===== src/hdl/lcta_pkg.sv =====
package lcta_pkg;

    // Converter word geometry and collection limit.
    localparam int unsigned SAMPLE_BITS = 24;
    localparam int unsigned MAX_SAMPLES = 255;

    // Register indexes on the configuration channel.
    localparam logic [2:0] REG_SAMPLE_COUNT = 3'd0;
    localparam logic [2:0] REG_RAW_ZERO     = 3'd1;
    localparam logic [2:0] REG_RAW_SPAN     = 3'd2;
    localparam logic [2:0] REG_WEIGHT_ZERO  = 3'd3;
    localparam logic [2:0] REG_WEIGHT_SPAN  = 3'd4;

    // Register reset values.
    localparam logic [7:0]  SAMPLE_COUNT_RST = 8'd10;
    localparam logic [23:0] RAW_ZERO_RST     = 24'd0;
    localparam logic [23:0] RAW_SPAN_RST     = 24'd1;
    localparam logic [31:0] WEIGHT_ZERO_RST  = 32'd0;
    localparam logic [31:0] WEIGHT_SPAN_RST  = 32'd1;

    // Extremes of a sign-extended sample, held at 24 bits.
    localparam logic signed [23:0] SAMPLE_MIN = 24'(-(64'sd1 <<< (SAMPLE_BITS - 1)));
    localparam logic signed [23:0] SAMPLE_MAX = 24'((64'sd1 <<< (SAMPLE_BITS - 1)) - 64'sd1);

    // Saturation limits of the result.
    localparam logic [31:0] VALUE_MAX = 32'h7FFF_FFFF;
    localparam logic [31:0] VALUE_MIN = 32'h8000_0000;

    // Step counts of the shared unit.
    localparam logic [5:0] MUL_STEPS      = 6'd25;
    localparam logic [5:0] CAL_DIV_STEPS  = 6'd58;
    localparam logic [5:0] MEAN_DIV_STEPS = 6'd32;

    typedef struct packed {
        logic       start;
        logic       div;
        logic [5:0] steps;
    } t_mdu_ctl;

    typedef struct packed {
        logic busy;
        logic done;
    } t_mdu_sts;

    typedef struct packed {
        logic signed [31:0] sum;
        logic signed [23:0] largest;
        logic signed [23:0] smallest;
        logic [7:0]         seen;
    } t_coll;

    // Keep the low SAMPLE_BITS bits of the word and sign-extend them.
    function automatic logic signed [23:0] sext_sample(input logic [23:0] w);
        logic signed [23:0] t;
        t = $signed(w << (24 - SAMPLE_BITS));
        return t >>> (24 - SAMPLE_BITS);
    endfunction

endpackage


===== src/hdl/lcta_ifs.sv =====
interface lcta_sample_if;
    logic        valid;
    logic        ready;
    logic [23:0] raw_word;
    modport source (output valid, output raw_word, input ready);
    modport sink (input valid, input raw_word, output ready);
endinterface

interface lcta_result_if;
    logic        valid;
    logic        ready;
    logic [31:0] value;
    logic        calibrated;
    logic        span_error;
    modport source (output valid, output value, output calibrated, output span_error,
                    input ready);
    modport sink (input valid, input value, input calibrated, input span_error,
                  output ready);
endinterface

interface lcta_cfg_if;
    logic        valid;
    logic        ready;
    logic [2:0]  index;
    logic [31:0] data;
    modport source (output valid, output index, output data, input ready);
    modport sink (input valid, input index, input data, output ready);
endinterface


===== src/hdl/load_cell_trimmed_average_top.sv =====
// Calibrated mode: a 25-step shift-and-add multiply and a 58-step restoring divide on one adder;
// equal calibration points skip both and give a zero value with span_error set. Trimmed mode:
// a sample short of a full set only joins the collection; the last one runs the 32-step divide.
// No new sample is taken while a result is being worked out or waits to enter the output register.
// Ready needs an idle sequencer and no offered write; a finished result waits for a free output.
// Reset is synchronous, active low; it loads the register defaults and clears the collection.
module load_cell_trimmed_average_top (
    input  logic           i_clk,
    input  logic           i_rst_n,
    lcta_sample_if.sink    i_sample,
    lcta_cfg_if.sink       i_cfg,
    lcta_result_if.source  o_result
);

    localparam logic [3:0] S_IDLE  = 4'd0;
    localparam logic [3:0] S_CPREP = 4'd1;
    localparam logic [3:0] S_MUL   = 4'd2;
    localparam logic [3:0] S_DLOAD = 4'd3;
    localparam logic [3:0] S_TPREP = 4'd4;
    localparam logic [3:0] S_TLOAD = 4'd5;
    localparam logic [3:0] S_DIV   = 4'd6;
    localparam logic [3:0] S_SIGN  = 4'd7;
    localparam logic [3:0] S_FIN   = 4'd8;

    logic [3:0]  r_state;
    logic [3:0]  n_state;

    logic [7:0]  r_sample_count;
    logic [23:0] r_raw_zero;
    logic [23:0] r_raw_span;
    logic [31:0] r_weight_zero;
    logic [31:0] r_weight_span;

    logic [24:0] r_a;
    logic [32:0] r_b;
    logic [24:0] r_d;
    logic [24:0] r_dmag;
    logic [33:0] r_t;
    logic [7:0]  r_cnt;
    logic        r_neg;
    logic        r_cal;
    logic        r_err;
    logic [59:0] r_qs;

    logic        r_ov;
    logic [31:0] r_oval;
    logic        r_ocal;
    logic        r_oerr;

    lcta_pkg::t_mdu_ctl w_ctl;
    lcta_pkg::t_mdu_sts w_sts;
    lcta_pkg::t_coll    w_coll;
    logic [57:0]        w_load;
    logic [32:0]        w_opnd;
    logic [57:0]        w_prod;
    logic [57:0]        w_quot;

    logic signed [23:0] w_x;
    logic [7:0]         w_n;
    logic               w_single;
    logic               w_accept;
    logic               w_last;
    logic               w_out_free;
    logic [24:0]        w_amag;
    logic [32:0]        w_bmag;
    logic [24:0]        w_dmag;
    logic [33:0]        w_tmag;
    logic [59:0]        w_mag;
    logic [59:0]        w_cal_sum;
    logic [31:0]        w_res;

    // Configuration registers; writes are only made while idle.
    assign i_cfg.ready = r_state == S_IDLE;

    always_ff @(posedge i_clk) begin
        if (!i_rst_n) begin
            r_sample_count <= lcta_pkg::SAMPLE_COUNT_RST;
            r_raw_zero     <= lcta_pkg::RAW_ZERO_RST;
            r_raw_span     <= lcta_pkg::RAW_SPAN_RST;
            r_weight_zero  <= lcta_pkg::WEIGHT_ZERO_RST;
            r_weight_span  <= lcta_pkg::WEIGHT_SPAN_RST;
        end else if (i_cfg.valid && i_cfg.ready) begin
            unique case (i_cfg.index)
                lcta_pkg::REG_SAMPLE_COUNT: r_sample_count <= i_cfg.data[7:0];
                lcta_pkg::REG_RAW_ZERO:     r_raw_zero     <= i_cfg.data[23:0];
                lcta_pkg::REG_RAW_SPAN:     r_raw_span     <= i_cfg.data[23:0];
                lcta_pkg::REG_WEIGHT_ZERO:  r_weight_zero  <= i_cfg.data;
                lcta_pkg::REG_WEIGHT_SPAN:  r_weight_span  <= i_cfg.data;
                default: begin
                end
            endcase
        end
    end

    assign w_x      = lcta_pkg::sext_sample(i_sample.raw_word);
    assign w_n      = (16'(r_sample_count) > 16'(lcta_pkg::MAX_SAMPLES))
                      ? 8'(lcta_pkg::MAX_SAMPLES) : r_sample_count;
    assign w_single = w_n <= 8'd2;
    // A register write offered while idle goes first; the sample waits until no write is offered.
    assign i_sample.ready = (r_state == S_IDLE) && !i_cfg.valid;
    assign w_accept = i_sample.valid && i_sample.ready;
    assign w_last   = ({1'b0, w_coll.seen} + 9'd1) >= {1'b0, w_n};
    assign w_out_free = !r_ov || o_result.ready;

    lcta_coll u_coll (
        .i_clk    (i_clk),
        .i_rst_n  (i_rst_n),
        .i_upd    (w_accept && !w_single),
        .i_clr    (r_state == S_TPREP),
        .i_sample (w_x),
        .o_coll   (w_coll)
    );

    // Magnitudes for the unsigned shared unit; signs are tracked apart.
    assign w_amag = r_a[24] ? (~r_a + 25'd1) : r_a;
    assign w_bmag = r_b[32] ? (~r_b + 33'd1) : r_b;
    assign w_dmag = r_d[24] ? (~r_d + 25'd1) : r_d;
    assign w_tmag = r_t[33] ? (~r_t + 34'd1) : r_t;

    always_comb begin
        w_ctl.start = 1'b0;
        w_ctl.div   = 1'b1;
        w_ctl.steps = lcta_pkg::CAL_DIV_STEPS;
        w_load      = w_prod;
        w_opnd      = {8'd0, r_dmag};
        unique case (r_state)
            S_CPREP: begin
                w_ctl.start = r_d != 25'd0;
                w_ctl.div   = 1'b0;
                w_ctl.steps = lcta_pkg::MUL_STEPS;
                w_load      = {33'd0, w_amag};
                w_opnd      = w_bmag;
            end
            S_DLOAD: begin
                w_ctl.start = 1'b1;
            end
            S_TLOAD: begin
                w_ctl.start = 1'b1;
                w_ctl.steps = lcta_pkg::MEAN_DIV_STEPS;
                // Left-aligned so that 32 steps leave the quotient in the low bits.
                w_load      = {w_tmag[31:0], 26'd0};
                w_opnd      = {25'd0, r_cnt};
            end
            default: begin
            end
        endcase
    end

    lcta_mdu u_mdu (
        .i_clk   (i_clk),
        .i_rst_n (i_rst_n),
        .i_ctl   (w_ctl),
        .i_load  (w_load),
        .i_opnd  (w_opnd),
        .o_sts   (w_sts),
        .o_prod  (w_prod),
        .o_quot  (w_quot)
    );

    assign w_mag     = r_cal ? {2'd0, w_quot} : {28'd0, w_quot[31:0]};
    assign w_cal_sum = r_qs + {{28{r_weight_zero[31]}}, r_weight_zero};

    always_comb begin
        if (r_err) begin
            w_res = 32'd0;
        end else if (!r_cal) begin
            w_res = r_qs[31:0];
        end else if ((&w_cal_sum[59:31]) || !(|w_cal_sum[59:31])) begin
            w_res = w_cal_sum[31:0];
        end else begin
            w_res = w_cal_sum[59] ? lcta_pkg::VALUE_MIN : lcta_pkg::VALUE_MAX;
        end
    end

    always_comb begin
        n_state = r_state;
        unique case (r_state)
            S_IDLE: begin
                if (w_accept && w_single) begin
                    n_state = S_CPREP;
                end else if (w_accept && w_last) begin
                    n_state = S_TPREP;
                end
            end
            S_CPREP: n_state = (r_d == 25'd0) ? S_FIN : S_MUL;
            S_MUL:   n_state = w_sts.done ? S_DLOAD : S_MUL;
            S_DLOAD: n_state = S_DIV;
            S_TPREP: n_state = S_TLOAD;
            S_TLOAD: n_state = S_DIV;
            S_DIV:   n_state = w_sts.done ? S_SIGN : S_DIV;
            S_SIGN:  n_state = S_FIN;
            S_FIN:   n_state = w_out_free ? S_IDLE : S_FIN;
            default: n_state = S_IDLE;
        endcase
    end

    always_ff @(posedge i_clk) begin
        if (!i_rst_n) begin
            r_state <= S_IDLE;
        end else begin
            r_state <= n_state;
        end
    end

    always_ff @(posedge i_clk) begin
        unique case (r_state)
            S_IDLE: begin
                r_a   <= {w_x[23], w_x} - {r_raw_zero[23], r_raw_zero};
                r_b   <= {r_weight_span[31], r_weight_span}
                         - {r_weight_zero[31], r_weight_zero};
                r_d   <= {r_raw_span[23], r_raw_span} - {r_raw_zero[23], r_raw_zero};
                r_cal <= w_single;
                r_err <= 1'b0;
            end
            S_CPREP: begin
                r_err  <= r_d == 25'd0;
                r_neg  <= r_a[24] ^ r_b[32] ^ r_d[24];
                r_dmag <= w_dmag;
            end
            S_TPREP: begin
                r_t   <= 34'(w_coll.sum) - 34'(w_coll.largest) - 34'(w_coll.smallest);
                r_cnt <= w_coll.seen - 8'd2;
            end
            S_TLOAD: begin
                r_neg <= r_t[33];
            end
            S_SIGN: begin
                r_qs <= r_neg ? (~w_mag + 60'd1) : w_mag;
            end
            default: begin
            end
        endcase
    end

    // Output register; a finished result waits here until the beat is taken.
    always_ff @(posedge i_clk) begin
        if (!i_rst_n) begin
            r_ov <= 1'b0;
        end else if (r_state == S_FIN && w_out_free) begin
            r_ov <= 1'b1;
        end else if (o_result.ready) begin
            r_ov <= 1'b0;
        end
    end

    always_ff @(posedge i_clk) begin
        if (r_state == S_FIN && w_out_free) begin
            r_oval <= w_res;
            r_ocal <= r_cal;
            r_oerr <= r_err;
        end
    end

    assign o_result.valid      = r_ov;
    assign o_result.value      = r_oval;
    assign o_result.calibrated = r_ocal;
    assign o_result.span_error = r_oerr;

    a_ready_unit_idle: assert property (@(posedge i_clk) disable iff (!i_rst_n)
        i_sample.ready |-> !w_sts.busy)
        else $error("sample taken while the shared unit is busy");

    a_done_in_wait: assert property (@(posedge i_clk) disable iff (!i_rst_n)
        w_sts.done |-> (r_state == S_MUL || r_state == S_DIV))
        else $error("shared unit finished outside a waiting state");

    a_clear_after_mean: assert property (@(posedge i_clk) disable iff (!i_rst_n)
        r_state == S_TPREP |=> w_coll.seen == 8'd0)
        else $error("collection not cleared after the last sample of a set");

    a_single_to_prep: assert property (@(posedge i_clk) disable iff (!i_rst_n)
        (w_accept && w_single) |=> r_state == S_CPREP)
        else $error("calibrated sample did not start the calibration sequence");

endmodule


===== src/hdl/lcta_mdu.sv =====
module lcta_mdu (
    input  logic                i_clk,
    input  logic                i_rst_n,
    input  lcta_pkg::t_mdu_ctl  i_ctl,
    input  logic [57:0]         i_load,
    input  logic [32:0]         i_opnd,
    output lcta_pkg::t_mdu_sts  o_sts,
    output logic [57:0]         o_prod,
    output logic [57:0]         o_quot
);

    logic        r_busy;
    logic        r_done;
    logic        r_div;
    logic [5:0]  r_cnt;
    logic [33:0] r_acc;
    logic [57:0] r_shf;
    logic [32:0] r_opnd;

    logic [34:0] w_a;
    logic [34:0] w_b;
    logic [34:0] w_sum;
    logic        w_qbit;
    logic [33:0] n_acc;
    logic [57:0] n_shf;

    // One adder serves both operations: add for shift-and-add multiply,
    // subtract for the restoring divide.
    always_comb begin
        if (r_div) begin
            w_a = {9'd0, r_acc[24:0], r_shf[57]};
            w_b = {2'd0, r_opnd};
        end else begin
            w_a = {1'b0, r_acc};
            w_b = r_shf[0] ? {2'd0, r_opnd} : 35'd0;
        end
        w_sum  = w_a + (r_div ? ~w_b : w_b) + {34'd0, r_div};
        w_qbit = ~w_sum[34];
        if (r_div) begin
            n_acc = w_qbit ? {9'd0, w_sum[24:0]} : {9'd0, w_a[24:0]};
            n_shf = {r_shf[56:0], w_qbit};
        end else begin
            n_acc = w_sum[34:1];
            n_shf = {w_sum[0], r_shf[57:1]};
        end
    end

    always_ff @(posedge i_clk) begin
        if (!i_rst_n) begin
            r_busy <= 1'b0;
            r_done <= 1'b0;
        end else begin
            r_done <= 1'b0;
            if (i_ctl.start) begin
                r_busy <= 1'b1;
            end else if (r_busy && r_cnt == 6'd0) begin
                r_busy <= 1'b0;
                r_done <= 1'b1;
            end
        end
    end

    always_ff @(posedge i_clk) begin
        if (i_ctl.start) begin
            r_div  <= i_ctl.div;
            r_cnt  <= i_ctl.steps - 6'd1;
            r_acc  <= 34'd0;
            r_shf  <= i_load;
            r_opnd <= i_opnd;
        end else if (r_busy) begin
            r_cnt <= r_cnt - 6'd1;
            r_acc <= n_acc;
            r_shf <= n_shf;
        end
    end

    assign o_sts.busy = r_busy;
    assign o_sts.done = r_done;
    assign o_prod     = {r_acc[32:0], r_shf[57:33]};
    assign o_quot     = r_shf;

endmodule


===== src/hdl/lcta_coll.sv =====
module lcta_coll (
    input  logic               i_clk,
    input  logic               i_rst_n,
    input  logic               i_upd,
    input  logic               i_clr,
    input  logic signed [23:0] i_sample,
    output lcta_pkg::t_coll    o_coll
);

    lcta_pkg::t_coll r_coll;

    always_ff @(posedge i_clk) begin
        if (!i_rst_n || i_clr) begin
            r_coll.sum      <= 32'sd0;
            r_coll.largest  <= lcta_pkg::SAMPLE_MIN;
            r_coll.smallest <= lcta_pkg::SAMPLE_MAX;
            r_coll.seen     <= 8'd0;
        end else if (i_upd) begin
            r_coll.sum  <= r_coll.sum + 32'(i_sample);
            r_coll.seen <= r_coll.seen + 8'd1;
            if (i_sample > r_coll.largest) begin
                r_coll.largest <= i_sample;
            end
            if (i_sample < r_coll.smallest) begin
                r_coll.smallest <= i_sample;
            end
        end
    end

    assign o_coll = r_coll;

endmodule


===== src/flat_wrapper.sv =====
// flat-port wrapper written by rule: the top's interface ports become plain ports
module load_cell_trimmed_average_top_flat 
  (i_clk, i_rst_n, i_sample_valid, i_sample_raw_word, i_sample_ready, i_cfg_valid, i_cfg_index, i_cfg_data, i_cfg_ready, o_result_valid, o_result_value, o_result_calibrated, o_result_span_error, o_result_ready);
  lcta_sample_if i_sample_i ();
  lcta_cfg_if i_cfg_i ();
  lcta_result_if o_result_i ();
  input  logic i_clk;
  input  logic i_rst_n;
  input wire logic [$bits(i_sample_i.valid)-1:0] i_sample_valid;
  input wire logic [$bits(i_sample_i.raw_word)-1:0] i_sample_raw_word;
  output wire logic [$bits(i_sample_i.ready)-1:0] i_sample_ready;
  input wire logic [$bits(i_cfg_i.valid)-1:0] i_cfg_valid;
  input wire logic [$bits(i_cfg_i.index)-1:0] i_cfg_index;
  input wire logic [$bits(i_cfg_i.data)-1:0] i_cfg_data;
  output wire logic [$bits(i_cfg_i.ready)-1:0] i_cfg_ready;
  output wire logic [$bits(o_result_i.valid)-1:0] o_result_valid;
  output wire logic [$bits(o_result_i.value)-1:0] o_result_value;
  output wire logic [$bits(o_result_i.calibrated)-1:0] o_result_calibrated;
  output wire logic [$bits(o_result_i.span_error)-1:0] o_result_span_error;
  input wire logic [$bits(o_result_i.ready)-1:0] o_result_ready;
  assign i_sample_i.valid = i_sample_valid;
  assign i_sample_i.raw_word = i_sample_raw_word;
  assign i_sample_ready = i_sample_i.ready;
  assign i_cfg_i.valid = i_cfg_valid;
  assign i_cfg_i.index = i_cfg_index;
  assign i_cfg_i.data = i_cfg_data;
  assign i_cfg_ready = i_cfg_i.ready;
  assign o_result_valid = o_result_i.valid;
  assign o_result_value = o_result_i.value;
  assign o_result_calibrated = o_result_i.calibrated;
  assign o_result_span_error = o_result_i.span_error;
  assign o_result_i.ready = o_result_ready;
  load_cell_trimmed_average_top u_core (.i_clk(i_clk), .i_rst_n(i_rst_n), .i_sample(i_sample_i), .i_cfg(i_cfg_i), .o_result(o_result_i));
endmodule

===== config.mk =====
export PLATFORM = sky130hd
export DESIGN_NAME = load_cell_trimmed_average_top_flat
export DESIGN_NICKNAME = d
export VERILOG_FILES = /design/src/hdl/lcta_pkg.sv /design/src/hdl/lcta_ifs.sv /design/src/hdl/load_cell_trimmed_average_top.sv /design/src/hdl/lcta_mdu.sv /design/src/hdl/lcta_coll.sv /design/src/flat_wrapper.sv
export SDC_FILE = /design/constraint.sdc
export NUM_CORES = 2
export LEC_CHECK = 0
export ABC_AREA = 1
export BUFFER_PORTS_ARGS = -buffer_cell sky130_fd_sc_hd__buf_2
export CAP_MARGIN = 10
export CORE_UTILIZATION = 35
export CTS_CLUSTER_SIZE = 28
export DETAILED_ROUTE_END_ITERATION = 8
export PLACE_DENSITY = 0.56
export SLEW_MARGIN = 20
export SYNTH_ARGS = -nofsm -noshare
export SYNTH_HDL_FRONTEND = slang
export SYNTH_SLANG_ARGS = --single-unit

===== constraint.sdc =====
create_clock -name i_clk -period 10.1 [get_ports i_clk]
set_input_delay 1.01 -clock i_clk [delete_from_list [all_inputs] [get_ports i_clk]]
set_output_delay 1.01 -clock i_clk [all_outputs]
set_load 0.03 [all_outputs]

== Word level (Yosys, flattened, before mapping) ==
Index checks and enable logic that the tools add are counted.

* Bits in registers: 594
* Output and inout port bits: 37
* Bits of input ports: 64
* Word-level logic and storage cells: 154

* Mux-type cells: 39
* Bitwise operators: 10
* Add/sub/neg operators: 19
* Reductions and logical operators: 37
* Equal/unequal tests: 13
* Order comparisons: 4

{| class="wikitable"
|+ Operators with widths
! operator !! number
|-
| $mux W58 || 4
|-
| $mux W32 || 4
|-
| $pmux W58 S2 || 1
|-
| $mux W35 || 2
|-
| $mux W34 || 2
|-
| $mux W33 || 2
|-
| $pmux W33 S2 || 1
|-
| $add A60 B1 Y60 const B || 1
|-
| $add A60 B60 Y60 || 1
|-
| $mux W60 || 1
|-
| $not A60 Y60 || 1
|-
| $add A25 B1 Y25 const B || 2
|-
| $mux W25 || 2
|-
| $not A25 Y25 || 2
|-
| $sub A24 B24 Y25 || 2
|-
| $add A35 B1 Y35 || 1
|-
| $add A35 B35 Y35 || 1
|-
| $not A35 Y35 || 1
|-
| $sub A33 B24 Y34 || 1
|-
| $add A33 B1 Y33 const B || 1
|-
| $not A33 Y33 || 1
|-
| $sub A32 B24 Y33 || 1
|-
| $sub A32 B32 Y33 || 1
|-
| $add A32 B1 Y32 const B || 1
|-
| 40 further kinds || 85
|}

== Longest topological paths before layout ==
* Depth in word-level cells: 10
* Mapped depth: 26
* Gate-level depth less buffers: 25

== By module ==
Synthesis repeated with hierarchy kept, for this count alone.

* Cells, all modules: 6667
* Area, all modules: 46505.9 um^2

{| class="wikitable"
|+ By module, submodules not included
! module !! sequential area each (um^2) !! times used !! area an instance (um^2) !! cells an instance
|-
| load_cell_trimmed_average_top || 9889.5 || 1 || 30207.7 || 4251
|-
| lcta_mdu || 3663.5 || 1 || 9381.5 || 1307
|-
| lcta_coll || 1761.7 || 1 || 6916.6 || 1109
|}

== Least setup slack after synthesis ==
OpenSTA, ideal clock, no wires.

* Path type: register -> register
* From: register u_core.r_state[1]
* To: register u_core.u_coll.r_coll (netlist bit u_core.u_coll.o_coll[35])
* Clock period less this slack: 6.641 ns
* Arrival: 6.571 ns
* Library setup time: 0.070 ns
* Cell stages (with the launch flop): 13
* Path buffers: 2
* Data required time: 10.030 ns
* Slack: 3.459 ns
* Cells stage by stage: dfxtp_1 nor2_1 inv_1 nor2_1 inv_1 nor2_1 nand2_1 nor2_2 o31ai_1 nand3b_1 buf_2 clkbuf_1 a21oi_1

* Cells in the longest elaborated chain, start to end: 5
* Elaborated cells between the ends (all ways): 7
* Classes of those cells: eq/ne (1); reduce/logical (6)

{| class="wikitable"
|+ Ends and longest elaborated chain
! item !! RTL line !! source
|-
| start: declaration || load_cell_trimmed_average_top.sv:25 || <nowiki>logic [3:0] r_state;</nowiki>
|-
| start signal: assignment || load_cell_trimmed_average_top.sv:201 || <nowiki>r_state <= n_state;</nowiki>
|-
| $logic_not A4 Y1 || - ||
|-
| via i_cfg_ready || flat_wrapper.sv:15 || <nowiki>output wire logic [$bits(i_cfg_i.ready)-1:0] i_cfg_ready;</nowiki>
|-
| $logic_and A1 B1 Y1 || load_cell_trimmed_average_top.sv:100 || <nowiki>assign i_sample.ready = (r_state == S_IDLE) && !i_cfg.valid;</nowiki>
|-
| via i_sample_ready || flat_wrapper.sv:11 || <nowiki>output wire logic [$bits(i_sample_i.ready)-1:0] i_sample_ready;</nowiki>
|-
| $logic_and A1 B1 Y1 || load_cell_trimmed_average_top.sv:101 || <nowiki>assign w_accept = i_sample.valid && i_sample.ready;</nowiki>
|-
| $logic_and A1 B1 Y1 || load_cell_trimmed_average_top.sv:108 || <nowiki>.i_upd (w_accept && !w_single),</nowiki>
|-
| $reduce_and A2 Y1 (no source line) || - ||
|-
| end: declaration || lcta_coll.sv:10 || <nowiki>lcta_pkg::t_coll r_coll;</nowiki>
|}

The timed path passes the listed nets, and every way through them passes these cells.
A chain may end at the register's enable or synchronous reset.

== Final worst setup path ==
* From: register u_core.u_mdu.r_div
* To: register u_core.u_mdu.r_acc[6]

* Cells in the longest elaborated chain, start to end: 7
* Elaborated cells between the ends (all ways): 8
* Classes of those cells: add/sub (2); mux (5); bitwise (1)

{| class="wikitable"
|+ Ends and longest elaborated chain
! item !! RTL line !! source
|-
| start: declaration || lcta_mdu.sv:14 || <nowiki>logic r_div;</nowiki>
|-
| start signal: assignment || lcta_mdu.sv:65 || <nowiki>r_div <= i_ctl.div;</nowiki>
|-
| $mux W35 || lcta_mdu.sv:30 || <nowiki>if (r_div) begin</nowiki>
|-
| $not A35 Y35 || lcta_mdu.sv:37 || <nowiki>w_sum = w_a + (r_div ? ~w_b : w_b) + {34'd0, r_div};</nowiki>
|-
| $mux W35 || lcta_mdu.sv:37 ||
|-
| $add A35 B35 Y35 || lcta_mdu.sv:37 ||
|-
| $add A35 B1 Y35 || lcta_mdu.sv:37 ||
|-
| $mux W25 || lcta_mdu.sv:40 || <nowiki>n_acc = w_qbit ? {9'd0, w_sum[24:0]} : {9'd0, w_a[24:0]};</nowiki>
|-
| $mux W34 * || lcta_mdu.sv:39 || <nowiki>if (r_div) begin</nowiki>
|-
| end signal: assignment || lcta_mdu.sv:72 || <nowiki>r_acc <= n_acc;</nowiki>
|-
| end: declaration || lcta_mdu.sv:16 || <nowiki>logic [33:0] r_acc;</nowiki>
|}

Mark *: on every way between the ends. The rest lies on a longest branch, timed or not.

==> run_summary.xml <==
<?xml version="1.0" encoding="UTF-8"?>
<metrics>
  <group name="critical_path">
    <metric name="worst-path-buf-inv" unit="">7</metric>
    <metric name="timing.critical_path.slowest_cell_delay" unit="ns">0.79</metric>
    <metric name="crit_path_max_fanout" unit="">98</metric>
    <metric name="crit_path_frequent_cell" unit="">sky130_fd_sc_hd__nand2_1</metric>
    <metric name="crit_required" unit="ns">10.59</metric>
    <metric name="worst_setup_path_start_kind" unit="">flop</metric>
    <metric name="crit_path_end_kind" unit="">flop</metric>
    <metric name="cpLargestDelayFamily" unit="">buffers and inverters</metric>
    <metric name="cp_slowest_cell" unit="">sky130_fd_sc_hd__buf_4</metric>
    <metric name="worst-setup-path-type" unit="">reg -&gt; reg</metric>
    <metric name="worst-endpoint-arrival" unit="ns">6.31</metric>
  </group>
  <group name="synth">
    <metric name="synth.net_count" unit="">6388</metric>
    <metric name="yosys.area_share.simple" unit="">0.212</metric>
    <metric name="post_synth_instance_area" unit="um2">44100</metric>
    <metric name="synth_top_family_by_area" unit="">simple AND/OR/NAND/NOR gates</metric>
    <metric name="synthArstFlopShare" unit="">0</metric>
    <metric name="synth_compound_area_frac" unit="">0.179</metric>
    <metric name="yosys.area_share.xor_xnor" unit="">0.0598</metric>
    <metric name="synth.most_common_cell" unit="">sky130_fd_sc_hd__nand2_1</metric>
    <metric name="synth.distinct_cells" unit="">65</metric>
    <metric name="synth-adder-area-share" unit="">0.103</metric>
    <metric name="muxShareOfSynthArea" unit="">0</metric>
    <metric name="yosys_warnings" unit="">0</metric>
    <metric name="synthesis.instances" unit="">5984</metric>
    <metric name="synth.top_cells.by_area" unit="">sky130_fd_sc_hd__edfxtp_1 (23%), sky130_fd_sc_hd__dfxtp_1 (11%), sky130_fd_sc_hd__nand2_1 (11%), sky130_fd_sc_hd__ha_1 (8.6%), sky130_fd_sc_hd__inv_1 (8.1%)</metric>
    <metric name="post_synth.cell_area_avg" unit="um2">7.36</metric>
    <metric name="part_of_the_yosys_area_used_for_sequential_elements" unit="">0.348</metric>
    <metric name="synth-edff-count" unit="">344</metric>
    <metric name="post_synth_most_frequent_cells" unit="">sky130_fd_sc_hd__nand2_1 (1,300), sky130_fd_sc_hd__inv_1 (955), sky130_fd_sc_hd__a21oi_1 (516)</metric>
    <metric name="synthDominantAreaCellType" unit="">sky130_fd_sc_hd__edfxtp_1</metric>
    <metric name="flop_and_latch_count_out_of_synthesis" unit="">593</metric>
    <metric name="yosys_top_cell_area_share" unit="">0.234</metric>
    <metric name="top_reg_cell_synth" unit="">sky130_fd_sc_hd__edfxtp_1</metric>
  </group>
  <group name="global_route">
    <metric name="grt_pass1_vias" unit="">37000</metric>
    <metric name="grtUsageMet3" unit="">0.0256</metric>
    <metric name="first_pass_grt_wire_length" unit="mm">223</metric>
    <metric name="final_global_route_overflow_total" unit="">0</metric>
    <metric name="initial_antenna_violation_count" unit="">1</metric>
    <metric name="groute.layer.met1.usage" unit="">0.308</metric>
    <metric name="groute.layer.met2.usage" unit="">0.383</metric>
    <metric name="global_route.usage.total" unit="">0.228</metric>
    <metric name="grt_max_degree" unit="">99</metric>
    <metric name="grt_busiest_layer" unit="">met2</metric>
  </group>
  <group name="clock_tree">
    <metric name="hold_buffers" unit="">0</metric>
    <metric name="cts_post_setup_buffers_inserted" unit="">0</metric>
    <metric name="h-tree-depth" unit="">3</metric>
    <metric name="clkLatencyLatePin" unit="ns">0.65</metric>
    <metric name="clock-sinks" unit="">593</metric>
    <metric name="clkTransAtPathRegs" unit="ns">0.06</metric>
    <metric name="clockRootBuffer" unit="">sky130_fd_sc_hd__clkbuf_16</metric>
    <metric name="clock_tree_from_tritoncts" unit="">done</metric>
    <metric name="cts_max_path_buffers" unit="">3</metric>
    <metric name="post_cts_resized" unit="">0</metric>
    <metric name="tritoncts.num_buffers" unit="">70</metric>
  </group>
  <group name="sta">
    <metric name="min_period" unit="ns">5.83</metric>
    <metric name="timing_max_transition_violations_final" unit="">0</metric>
    <metric name="worst_setup_margin" unit="ns">4.27</metric>
    <metric name="timing.final.setup_violations" unit="">0</metric>
    <metric name="rsz0062_at_grt" unit="">false</metric>
    <metric name="timing_worst_slew_pin_value" unit="ns">1.10</metric>
    <metric name="hold_slack" unit="ns">0.459</metric>
    <metric name="period_share" unit="">0.577</metric>
    <metric name="totalNegativeSetupSlack" unit="ns">0</metric>
    <metric name="worst_slew_margin_rel" unit="">0.270</metric>
    <metric name="final.setup_skew" unit="ns">0.0178</metric>
    <metric name="fmax" unit="MHz">172</metric>
    <metric name="hold_viol" unit="">0</metric>
  </group>
  <group name="drt">
    <metric name="detailed_router_s_first_iteration_violation_count" unit="">3464</metric>
    <metric name="routed_wirelength" unit="mm">148</metric>
    <metric name="dr.pass1.iters" unit="">5</metric>
    <metric name="wl_per_cell" unit="um">19.2</metric>
    <metric name="dr_total_vias" unit="">40000</metric>
    <metric name="drcViolationCount" unit="">0</metric>
    <metric name="antenna_violating_nets_post_route" unit="">0</metric>
    <metric name="avgViaCountPerCell" unit="">5.17</metric>
  </group>
  <group name="power">
    <metric name="cellLeakagePower" unit="nW">22.3</metric>
    <metric name="pwrdens" unit="nW/um2">272</metric>
    <metric name="pwr-share-clk" unit="">0.196</metric>
    <metric name="switching_share" unit="">0.455</metric>
    <metric name="p_int" unit="mW">7.20</metric>
    <metric name="net-switching-power" unit="mW">6.02</metric>
    <metric name="ir_worst_vdd" unit="V">0.000134</metric>
    <metric name="pwr-share-comb" unit="">0.483</metric>
    <metric name="power_frac_seq" unit="">0.321</metric>
  </group>
  <group name="final_layout">
    <metric name="nets" unit="">6438</metric>
    <metric name="final.fill_count" unit="">13100</metric>
    <metric name="syn_to_final_growth" unit="%">10.4</metric>
    <metric name="final_layout_size_suffix_gt1_frac" unit="">0.0650</metric>
    <metric name="antenna_cells" unit="">0</metric>
  </group>
  <group name="place">
    <metric name="preCtsSetupSlack" unit="ns">4.34</metric>
    <metric name="detailedPlacementHpwl" unit="mm">118</metric>
    <metric name="buffer_ports.inserted" unit="">100</metric>
    <metric name="routability_congestion" unit="">0.961</metric>
  </group>
  <group name="floorplanning">
    <metric name="fp.dieW" unit="um">357</metric>
    <metric name="die_h" unit="um">357</metric>
    <metric name="dieArea" unit="um2">127000</metric>
    <metric name="initial_utilization" unit="">0.355</metric>
    <metric name="coreArea" unit="um2">124000</metric>
    <metric name="io_pins" unit="">101</metric>
    <metric name="rows" unit="">129</metric>
  </group>
  <group name="run_status">
    <metric name="status" unit="">finished clean</metric>
  </group>
  <group name="worst_hold_path">
    <metric name="hold_path.class" unit="">reg -&gt; reg</metric>
  </group>
  <group name="job">
    <metric name="max_cap_violations" unit="">0</metric>
  </group>
</metrics>
[stage by stage]
step,util,cell area [um2],std cells,power [mW]
global route,0.391,48600,7727,14.2
floorplan,-,44100,5984,8.60
detailed placement,0.373,46300,7598,10.6
finish,0.391,48600,7727,13.2
CTS,0.391,48600,7726,13.2
global placement,0.373,46300,7598,10.6
[power by group through the flow]
| stage | Combinational, mW | Sequential (mW) | Clock, mW |
|---|---|---|---|
| floorplan | 4.61 | 3.99 | 0 |
| global placement | 6.29 | 4.27 | 0 |
| detailed placement | 6.33 | 4.26 | 0 |
| CTS | 6.37 | 4.22 | 2.65 |
| global route | 7.15 | 4.29 | 2.73 |
| finish | 6.39 | 4.24 | 2.59 |
[worst paths after layout]
path                          start                     end  slack (ns)  depth (start not counted)
max              u_core.u_mdu.r_div   u_core.u_mdu.r_acc[6]        4.27                         28
min reg2reg  u_core.u_mdu.r_acc[29]  u_core.u_mdu.r_acc[29]        0.46                          2
min          u_core.u_mdu.r_acc[29]  u_core.u_mdu.r_acc[29]        0.46                          2
max reg2reg      u_core.u_mdu.r_div   u_core.u_mdu.r_acc[6]        4.27                         28
[state kept, by name, summed over array words and instances, names as in the netlist, 32 cells and up]
| name | flops |
|---|---|
| u_core.r_weight_zero | 32 |
| u_core.u_coll.o_coll | 88 |
| u_core.r_t | 33 |
| u_core.o_result.value | 32 |
| u_core.r_b | 33 |
| u_core.u_mdu.r_opnd | 33 |
| u_core.r_weight_span | 32 |
| u_core.r_qs | 60 |
| u_core.u_mdu.o_quot | 58 |
| u_core.u_mdu.r_acc | 34 |
[layout by cell type (no fill, tap or decap), drive strengths merged, types with 83 or more instances in the layout]
master,synthesis,routed
dfxtp,249,249
xor2,222,222
nor2,522,522
a21oi,546,546
edfxtp,344,344
clkbuf,135,83
o21ai,484,484
inv,969,976
ha,302,302
nand2,1319,1319
nand3,198,198
nor3,95,95
buf,28,141
[tightest hold or removal path: cells and delay by family (launching register included)]
| kind | cells | cell delay, ns |
|---|---|---|
| AND/OR/NAND/NOR | 2 | 0.11 |
| flip-flops | 1 | 0.31 |
[per-layer routing]
layer	part of all wire	wire length [um]
met2	0.47	69900
met3	0.054	8030
met5	0	0
met1	0.45	66600
met4	0.025	3710
[area by class of cell]
class | count | area [um2] | area share
multi-input combinational | 4256 | 24500 | 0.504
sequential | 593 | 15300 | 0.315
inverter | 972 | 3650 | 0.0750
tap | 1637 | 2050 | 0.0421
clock buffer | 83 | 1920 | 0.0395
timing repair buffer | 141 | 821 | 0.0169
clock inverter | 45 | 380 | 0.00782
[kinds of logic after synthesis]
| kind of cell | Yosys count |
|---|---|
| simple gates | 2250 |
| compound gates | 1365 |
| buf+inv | 1135 |
| flops | 593 |
| xor+xnor | 301 |
| fa+ha+maj | 340 |
(Power assumes the default switching activity.)
